$ cat src/sv/rfps_pkg.sv
// ----------------------------------------------------------------------------
// rfps_pkg
// Shared types and constants for the ring FIFO with peek and skip.
// ----------------------------------------------------------------------------
`default_nettype none

package rfps_pkg;

   localparam int DEPTH      = 256;
   localparam int ELEM_BITS  = 8;
   localparam int MAX_BURST  = 64;
   localparam int SLOT_BITS  = $clog2(DEPTH);
   localparam int IDX_BITS   = SLOT_BITS + 1;
   localparam int CNT_BITS   = 9;
   localparam int CAPL_BITS  = 4;
   localparam int BURST_BITS = $clog2(MAX_BURST + 1);

   localparam logic [CAPL_BITS-1:0] CAPL_MIN   = CAPL_BITS'(1);
   localparam logic [CAPL_BITS-1:0] CAPL_MAX   = CAPL_BITS'(SLOT_BITS);
   localparam logic [CAPL_BITS-1:0] CAPL_RESET = CAPL_BITS'(SLOT_BITS);

   localparam logic [2:0] REQ_PUSH   = 3'd0;
   localparam logic [2:0] REQ_POP    = 3'd1;
   localparam logic [2:0] REQ_PEEK   = 3'd2;
   localparam logic [2:0] REQ_SKIP   = 3'd3;
   localparam logic [2:0] REQ_LINEAR = 3'd4;

   typedef struct packed {
      logic [2:0]           req_type;
      logic [ELEM_BITS-1:0] push_data;
      logic [CNT_BITS-1:0]  count;
   } rfps_req_item_type;

   typedef struct packed {
      logic [ELEM_BITS-1:0] read_data;
      logic                 data_valid;
      logic                 last;
      logic [CNT_BITS-1:0]  done_count;
      logic [SLOT_BITS-1:0] read_offset;
   } rfps_rsp_item_type;

   typedef struct packed {
      logic                 wr_en;
      logic [SLOT_BITS-1:0] wr_addr;
      logic [ELEM_BITS-1:0] wr_data;
      logic                 rd_en;
      logic [SLOT_BITS-1:0] rd_addr;
   } rfps_ram_cmd_type;

endpackage

`default_nettype wire

$ cat src/sv/rfps_slot_ram.sv
// ----------------------------------------------------------------------------
// rfps_slot_ram
// Slot store: one write port, one read port, registered read data.
// ----------------------------------------------------------------------------
`default_nettype none

module rfps_slot_ram
   import rfps_pkg::*;
(
   input  wire logic                 clock,
   input  wire rfps_ram_cmd_type     cmd,
   output logic      [ELEM_BITS-1:0] rd_data
);

   logic [ELEM_BITS-1:0] mem [DEPTH];
   logic [ELEM_BITS-1:0] rd_data_ff;

   always_ff @(posedge clock) begin
      if (cmd.wr_en) begin
         mem[cmd.wr_addr] <= cmd.wr_data;
      end
   end

   always_ff @(posedge clock) begin
      if (cmd.rd_en) begin
         rd_data_ff <= mem[cmd.rd_addr];
      end
   end

   assign rd_data = rd_data_ff;

endmodule

`default_nettype wire

$ cat src/sv/rfps_ctrl.sv
// ----------------------------------------------------------------------------
// rfps_ctrl
// Index registers, request decode and burst sequencer around the slot store.
// ----------------------------------------------------------------------------
`default_nettype none

module rfps_ctrl
   import rfps_pkg::*;
(
   input  wire logic                   clock,
   input  wire logic                   reset,
   input  wire logic [CAPL_BITS-1:0]   cap_log2,
   input  wire logic                   start,
   input  wire rfps_req_item_type      req_item,
   output logic                        busy,
   output rfps_ram_cmd_type            ram_cmd,
   input  wire logic [ELEM_BITS-1:0]   ram_rd_data,
   output logic                        rsp_strobe,
   output rfps_rsp_item_type           rsp_item
);

   typedef enum logic [1:0] {
      ST_IDLE  = 2'b01,
      ST_BURST = 2'b10
   } state_type;

   state_type               state_ff, state_in;
   logic [IDX_BITS-1:0]     wr_idx_ff, wr_idx_in;
   logic [IDX_BITS-1:0]     rd_idx_ff, rd_idx_in;
   logic [BURST_BITS-1:0]   n_ff, n_in;
   logic [BURST_BITS-1:0]   i_ff, i_in;
   logic                    pop_ff, pop_in;
   logic                    single_strobe_ff, single_strobe_in;
   rfps_rsp_item_type       single_ff, single_in;

   logic [IDX_BITS-1:0]     cap;
   logic [SLOT_BITS-1:0]    mask;
   logic [IDX_BITS-1:0]     used;
   logic [CNT_BITS-1:0]     cnt_cap;
   logic [BURST_BITS-1:0]   n_rd;
   logic [SLOT_BITS-1:0]    off;
   logic [IDX_BITS-1:0]     span;
   logic [IDX_BITS-1:0]     next_rd;
   logic                    accept;
   logic                    burst_last;

   always_comb begin
      cap        = IDX_BITS'(1) << cap_log2;
      mask       = SLOT_BITS'(cap - IDX_BITS'(1));
      used       = wr_idx_ff - rd_idx_ff;
      cnt_cap    = (req_item.count < CNT_BITS'(used)) ? req_item.count : CNT_BITS'(used);
      n_rd       = (cnt_cap > CNT_BITS'(MAX_BURST)) ? BURST_BITS'(MAX_BURST)
                                                   : BURST_BITS'(cnt_cap);
      off        = SLOT_BITS'(rd_idx_ff) & mask;
      span       = cap - {1'b0, off};
      accept     = start && (state_ff == ST_IDLE);
      burst_last = ((i_ff + BURST_BITS'(1)) == n_ff);
      next_rd    = rd_idx_ff + IDX_BITS'(i_ff) + IDX_BITS'(1);

      state_in         = state_ff;
      wr_idx_in        = wr_idx_ff;
      rd_idx_in        = rd_idx_ff;
      n_in             = n_ff;
      i_in             = i_ff;
      pop_in           = pop_ff;
      single_strobe_in = 1'b0;
      single_in        = '0;
      single_in.last   = 1'b1;
      ram_cmd          = '0;
      ram_cmd.wr_addr  = SLOT_BITS'(wr_idx_ff) & mask;
      ram_cmd.wr_data  = req_item.push_data;
      ram_cmd.rd_addr  = off;

      case (state_ff)
         ST_IDLE: begin
            if (accept) begin
               single_strobe_in = 1'b1;
               case (req_item.req_type)
                  REQ_PUSH: begin
                     if (used < cap) begin
                        ram_cmd.wr_en        = 1'b1;
                        wr_idx_in            = wr_idx_ff + IDX_BITS'(1);
                        single_in.done_count = CNT_BITS'(1);
                     end
                  end
                  REQ_POP, REQ_PEEK: begin
                     if (n_rd != '0) begin
                        // elements come out of the burst path instead
                        single_strobe_in = 1'b0;
                        ram_cmd.rd_en    = 1'b1;
                        state_in         = ST_BURST;
                        n_in             = n_rd;
                        i_in             = '0;
                        pop_in           = (req_item.req_type == REQ_POP);
                     end
                  end
                  REQ_SKIP: begin
                     rd_idx_in            = rd_idx_ff + IDX_BITS'(cnt_cap);
                     single_in.done_count = cnt_cap;
                  end
                  REQ_LINEAR: begin
                     single_in.done_count  = (cnt_cap < CNT_BITS'(span)) ? cnt_cap
                                                                        : CNT_BITS'(span);
                     single_in.read_offset = off;
                  end
                  default: begin
                  end
               endcase
            end
         end
         ST_BURST: begin
            i_in            = i_ff + BURST_BITS'(1);
            ram_cmd.rd_addr = SLOT_BITS'(next_rd) & mask;
            ram_cmd.rd_en   = !burst_last;
            if (burst_last) begin
               state_in = ST_IDLE;
               if (pop_ff) begin
                  rd_idx_in = rd_idx_ff + IDX_BITS'(n_ff);
               end
            end
         end
         default: begin
            state_in = ST_IDLE;
         end
      endcase
   end

   always_ff @(posedge clock) begin
      if (reset) begin
         state_ff         <= ST_IDLE;
         wr_idx_ff        <= '0;
         rd_idx_ff        <= '0;
         n_ff             <= '0;
         i_ff             <= '0;
         pop_ff           <= 1'b0;
         single_strobe_ff <= 1'b0;
      end else begin
         state_ff         <= state_in;
         wr_idx_ff        <= wr_idx_in;
         rd_idx_ff        <= rd_idx_in;
         n_ff             <= n_in;
         i_ff             <= i_in;
         pop_ff           <= pop_in;
         single_strobe_ff <= single_strobe_in;
      end
   end

   always_ff @(posedge clock) begin
      single_ff <= single_in;
   end

   assign busy = (state_ff == ST_BURST);

   always_comb begin
      if (state_ff == ST_BURST) begin
         rsp_item.read_data   = ram_rd_data;
         rsp_item.data_valid  = 1'b1;
         rsp_item.last        = burst_last;
         rsp_item.done_count  = burst_last ? CNT_BITS'(n_ff) : '0;
         rsp_item.read_offset = '0;
      end else begin
         rsp_item = single_ff;
      end
   end

   assign rsp_strobe = (state_ff == ST_BURST) || single_strobe_ff;

   // burst and single-result paths never drive the output together
   assert property (@(posedge clock) disable iff (reset)
      !((state_ff == ST_BURST) && single_strobe_ff))
      else $error("burst and single result overlap");

   assert property (@(posedge clock) disable iff (reset)
      (state_ff == ST_BURST) |-> (i_ff < n_ff))
      else $error("burst counter past burst length");

   assert property (@(posedge clock) disable iff (reset)
      (wr_idx_ff - rd_idx_ff) <= IDX_BITS'(DEPTH))
      else $error("fill level beyond slot count");

   assert property (@(posedge clock) disable iff (reset)
      (accept && ram_cmd.rd_en) |=> (state_ff == ST_BURST) && (i_ff == '0))
      else $error("burst not started after read issue");

   assert property (@(posedge clock) disable iff (reset)
      ((state_ff == ST_BURST) && burst_last) |=> (state_ff == ST_IDLE))
      else $error("burst did not end on last element");

endmodule

`default_nettype wire

$ cat src/sv/ring_fifo_with_peek_skip_core.sv
// ----------------------------------------------------------------------------
// ring_fifo_with_peek_skip_core
// Power-of-two ring FIFO with push, pop, peek, skip and linear span query.
//
//   channel  ports                          handshake
//   request  start, busy, req_item          taken when start && !busy
//   result   rsp_strobe, rsp_item           strobed with each item, no backpressure
//   config   csr_valid, csr_ready, csr_wdata written when valid && ready
//
// Push, skip, linear query, unused codes and empty pop/peek: result in the
// cycle after the request; the next request may follow immediately.
// Pop/peek of n elements (n capped at fill level and 64): n results from the
// slot store, one element a cycle, set by the single read port; busy holds to the last.
// Synchronous active-high reset clears both indices; capacity_log2 resets to 8.
// Slot contents are not cleared; no clearing pass is needed.
// ----------------------------------------------------------------------------
`default_nettype none

module ring_fifo_with_peek_skip_core
   import rfps_pkg::*;
(
   input  wire logic                  clock,
   input  wire logic                  reset,
   input  wire logic                  start,
   output logic                       busy,
   input  wire rfps_req_item_type     req_item,
   output logic                       rsp_strobe,
   output rfps_rsp_item_type          rsp_item,
   input  wire logic                  csr_valid,
   output logic                       csr_ready,
   input  wire logic [CAPL_BITS-1:0]  csr_wdata
);

   logic [CAPL_BITS-1:0] cap_log2_ff, cap_log2_in;
   logic [CAPL_BITS-1:0] cap_log2_eff;
   rfps_ram_cmd_type     ram_cmd;
   logic [ELEM_BITS-1:0] ram_rd_data;

   assign csr_ready = 1'b1;

   always_comb begin
      cap_log2_in = (csr_valid && csr_ready) ? csr_wdata : cap_log2_ff;
      // out-of-range settings saturate
      if (cap_log2_ff < CAPL_MIN) begin
         cap_log2_eff = CAPL_MIN;
      end else if (cap_log2_ff > CAPL_MAX) begin
         cap_log2_eff = CAPL_MAX;
      end else begin
         cap_log2_eff = cap_log2_ff;
      end
   end

   always_ff @(posedge clock) begin
      if (reset) begin
         cap_log2_ff <= CAPL_RESET;
      end else begin
         cap_log2_ff <= cap_log2_in;
      end
   end

   rfps_ctrl u_ctrl (
      .clock       (clock),
      .reset       (reset),
      .cap_log2    (cap_log2_eff),
      .start       (start),
      .req_item    (req_item),
      .busy        (busy),
      .ram_cmd     (ram_cmd),
      .ram_rd_data (ram_rd_data),
      .rsp_strobe  (rsp_strobe),
      .rsp_item    (rsp_item)
   );

   rfps_slot_ram u_slot_ram (
      .clock   (clock),
      .cmd     (ram_cmd),
      .rd_data (ram_rd_data)
   );

endmodule

`default_nettype wire

$ cat config.mk
export PLATFORM = sky130hd
export DESIGN_NAME = ring_fifo_with_peek_skip_core
export DESIGN_NICKNAME = d
export VERILOG_FILES = /design/src/sv/rfps_pkg.sv /design/src/sv/rfps_slot_ram.sv /design/src/sv/rfps_ctrl.sv /design/src/sv/ring_fifo_with_peek_skip_core.sv
export SDC_FILE = /design/constraint.sdc
export NUM_CORES = 2
export LEC_CHECK = 0
export ABC_AREA = 1
export BUFFER_PORTS_ARGS = -buffer_cell sky130_fd_sc_hd__buf_2
export CORE_AREA = 2 2 411 413
export DETAILED_ROUTE_END_ITERATION = 6
export DIE_AREA = 0 0 413 415
export GPL_TIMING_DRIVEN = 1
export PLACE_DENSITY = 0.7
export SYNTH_ARGS = -nofsm -noshare
export SYNTH_HDL_FRONTEND = slang
export SYNTH_SLANG_ARGS = --single-unit
$ cat constraint.sdc
create_clock -name clock -period 8 [get_ports clock]
set_clock_uncertainty 0.15 [all_clocks]
set_input_delay 2 -clock clock [delete_from_list [all_inputs] [get_ports clock]]
set_output_delay 2 -clock clock [all_outputs]
set_load 0.01 [all_outputs]
==> metrics <==
outcome completed; total number of vias 63,190; Worst-path clk slew 60 ps; Slew headroom 0.125; RSZ-0062 raised after global routing no; initial antenna violation count 7; R2R setup slack 2260 ps; Rows 150; routed wire length per instance 22.5 microns; Syn Inst Count 8,695; pwr/cell area 255 mW/mm^2; CTS max path bufs 3; final setup margin ~2300 ps; Worst R2R End u_slot_ram.mem[94][1]; DR pass1 iterations 6; DRT iter0 DRCs 8,633; mapped cell area around 0.09 sq mm; multi-input logic area 0.0246 sq mm; largest net degree at the start of global routing 194; post-CTS setup buffers 0; vias in the first global route 59,733; hold_sp u_ctrl.state_ff[1]; DR vias/cell 5.78; Hold Path Cell Cnt 2; worst min path class reg -> reg; Total Power 25.5 mW; H-tree levels 4; Worst setup SP type flop; cells on worst reg2reg path 17; Yosys warning count 0; CP Class reg -> reg; VDD IR-drop max 0.205 mV; max-slew violations 0; post-synth cell types 46; Worst-Margin Slew 1310 ps; share of cells above drive strength 1 0.0571; number of synthesized register bits 2,113; post_cts resized 0; Critical Path AT 6040 ps; DR DRC count 0; Routed Antenna Nets 0; total gr overflow 0; Port Buffers between 50 and 60; # IOs 58; Compound-Gate Fraction of Synth Area 0.0541; hold buffers post-CTS 0; largest family of logic cells by synthesized area simple AND/OR/NAND/NOR gates; WL final 246,000 microns; Post-Synth XOR/XNOR Area 0.00225; Root Buffer clkbuf_16; sequential cell area about 0.063 sq mm; register area share after synthesis 0.688; first-pass GRT wire length 364,000 microns; Hold EP u_ctrl.state_ff[1]; P&R area growth vs syn 9.34%; starting density of the core 0.548; Sink Count 2,113; Die ar. between 0.15 and 0.2 sq mm; CTS tree done; FMAX 0.174 GHz; Die Wd ~410 microns; pre-CTS setup slack 2130 ps; maxcap violations 0; syn avg cell area 10.5 sq um; core area ~0.17 sq mm; Leakage 38.1 nW; CTS Buf Count 208; Tot GR Track Use 0.283; Layout Utilization 0.599; crit end category flop; routability cong. ~0.95; mux cell area share after synthesis 0; post-synthesis adder-cell area fraction 0.00841; synthesized-area fraction occupied by and/or/nand/nor cells 0.204; clk_lat worst skew 830 ps; endpoints failing setup 0; chip height 415 microns; Tcrit/Tclk final 0.717; RR Startpoint u_ctrl.rd_idx_ff[1]; Setup TNS 0 ps; final net count 8,634; Fillers 13,302; Final min period 5740 ps; final hold violations 0; detailed placer's ending HPWL 143,000 microns; Data required, critical path slightly above 8000 ps; CP max FO 16
==> final cells by class <==
type | instances | area share
antenna | 4 | 0.000100
clock buffer | 242 | 0.0539
clock inverter | 140 | 0.0142
inverter | 428 | 0.0161
multi-input combinational | 5666 | 0.247
sequential | 2113 | 0.629
tap | 2204 | 0.0276
timing repair buffer | 130 | 0.0120
==> synth_stat cells (all sizes together) <==
library cell  number  area, sq um
nor3              10         65.1
nor2             630         2390
clkbuf           143          546
nor4               2         12.5
ha                55          688
fa                 4         80.1
or2                7         43.8
buf              346         1810
o21a               1         7.51
xnor3              1         22.5
inv              428         1610
conb               1         3.75
o21ai            484         2440
a21oi            132          683
nand2           3540        13300
xor2              14          130
o21ba              1         10.0
nand3b             3         22.5
xnor2              6         52.6
o211ai           237         1790
dfxtp             57         1140
and3               2         12.5
nand3            501         2550
edfxtp          2056        61700
nand4             33          213
a211oi             1         7.51
==> per-stage QoR <==
step / instance area [sq um] / hold WS, ps / instances
2_1_floorplan: 91400 / 289 / 8696
3_3_place_gp: 93100 / 311 / 10541
3_5_place_dp: 93100 / 322 / 10541
4_1_cts: 99900 / 340 / 10923
5_1_grt: 99900 / 360 / 10923
6_report: 99900 / 341 / 10927
==> layout by cell type, fill, tap and decap left out, types with 13 or more instances in the layout <==
cell and instances:
bufinv_16 25, inv_1 422, edfxtp_1 2056, clkinv_2 42
nor2_1 625, xor2_1 13, buf_2 48, o21ai_1 166
buf_12 23, clkbuf_16 210, ha_1 54, o211ai_1 235
clkinv_1 42, o21ai_0 314, dfxtp_1 57, nand2_1 3517
nand4_1 32, nand3_1 495, a21oi_1 130, clkbuf_1 31
buf_4 51, nand2_2 19
==> sequential cells by signal, indices dropped and copies added, names as in the netlist, 2 cells and up <==
name                flops
cap_log2_ff             4
u_ctrl.i_ff             7
u_ctrl.n_ff             7
u_ctrl.rd_idx_ff        9
u_ctrl.single_ff       17
u_ctrl.state_ff         2
u_ctrl.wr_idx_ff        9
u_slot_ram.mem       2048
u_slot_ram.rd_data      8
==> critical path, stage by stage, from the launching register on <==
cell and delay (ps):
dfxtp_1 490, inv_1 240, fa_1 500, nand3_1 130, nand2_1 80, nand3_1 100, nand3b_1 100, nand2_1 120
inv_1 60, ha_1 280, a21oi_1 160, o21a_1 140, nand4_1 150, nor2_2 400, inv_1 240, nor3_2 350
nand2_2 770, nor2_1 850
==> layer usage <==
layer,wire length [microns],GRT usage,share of wire,vias to the layer above
met1,98400,0.392,0.40,30312
met3,25400,0.0594,0.10,477
li1,-,-,-,29027
met5,29,0,0.00012,-
met4,8360,0.0985,0.034,4
met2,114000,0.444,0.46,3370
==> logic make-up after synthesis <==
logic type	count (synthesis)
fa+ha+maj	59
flops	2113
compound gates	856
xor+xnor	21
simple gates	4728
other cells	1
buf+inv	917
==> report_power, final <==
group	internal, mW	switching, mW	total [mW]
clock	5.62	4.13	9.76
sequential	12.2	0.0316	12.2
combinational	0.926	2.60	3.53
==> how the worst max path moves through the flow <==
stage	startpoint	to	slack, ps	depth (start not counted)
4_1_cts	u_ctrl.rd_idx_ff[1]	u_slot_ram.mem[142][0]	2330	17
3_5_place_dp	req_item[17]	u_slot_ram.mem[222][5]	2130	10
2_1_floorplan	req_item[8]	u_ctrl.rd_idx_ff[7]	3330	20
6_report	u_ctrl.rd_idx_ff[1]	u_slot_ram.mem[94][1]	2260	17
5_1_grt	u_ctrl.rd_idx_ff[1]	u_slot_ram.mem[142][0]	1940	17
3_3_place_gp	req_item[17]	u_slot_ram.mem[42][2]	2230	10
Note: power is estimated with default switching activity, not from simulation.
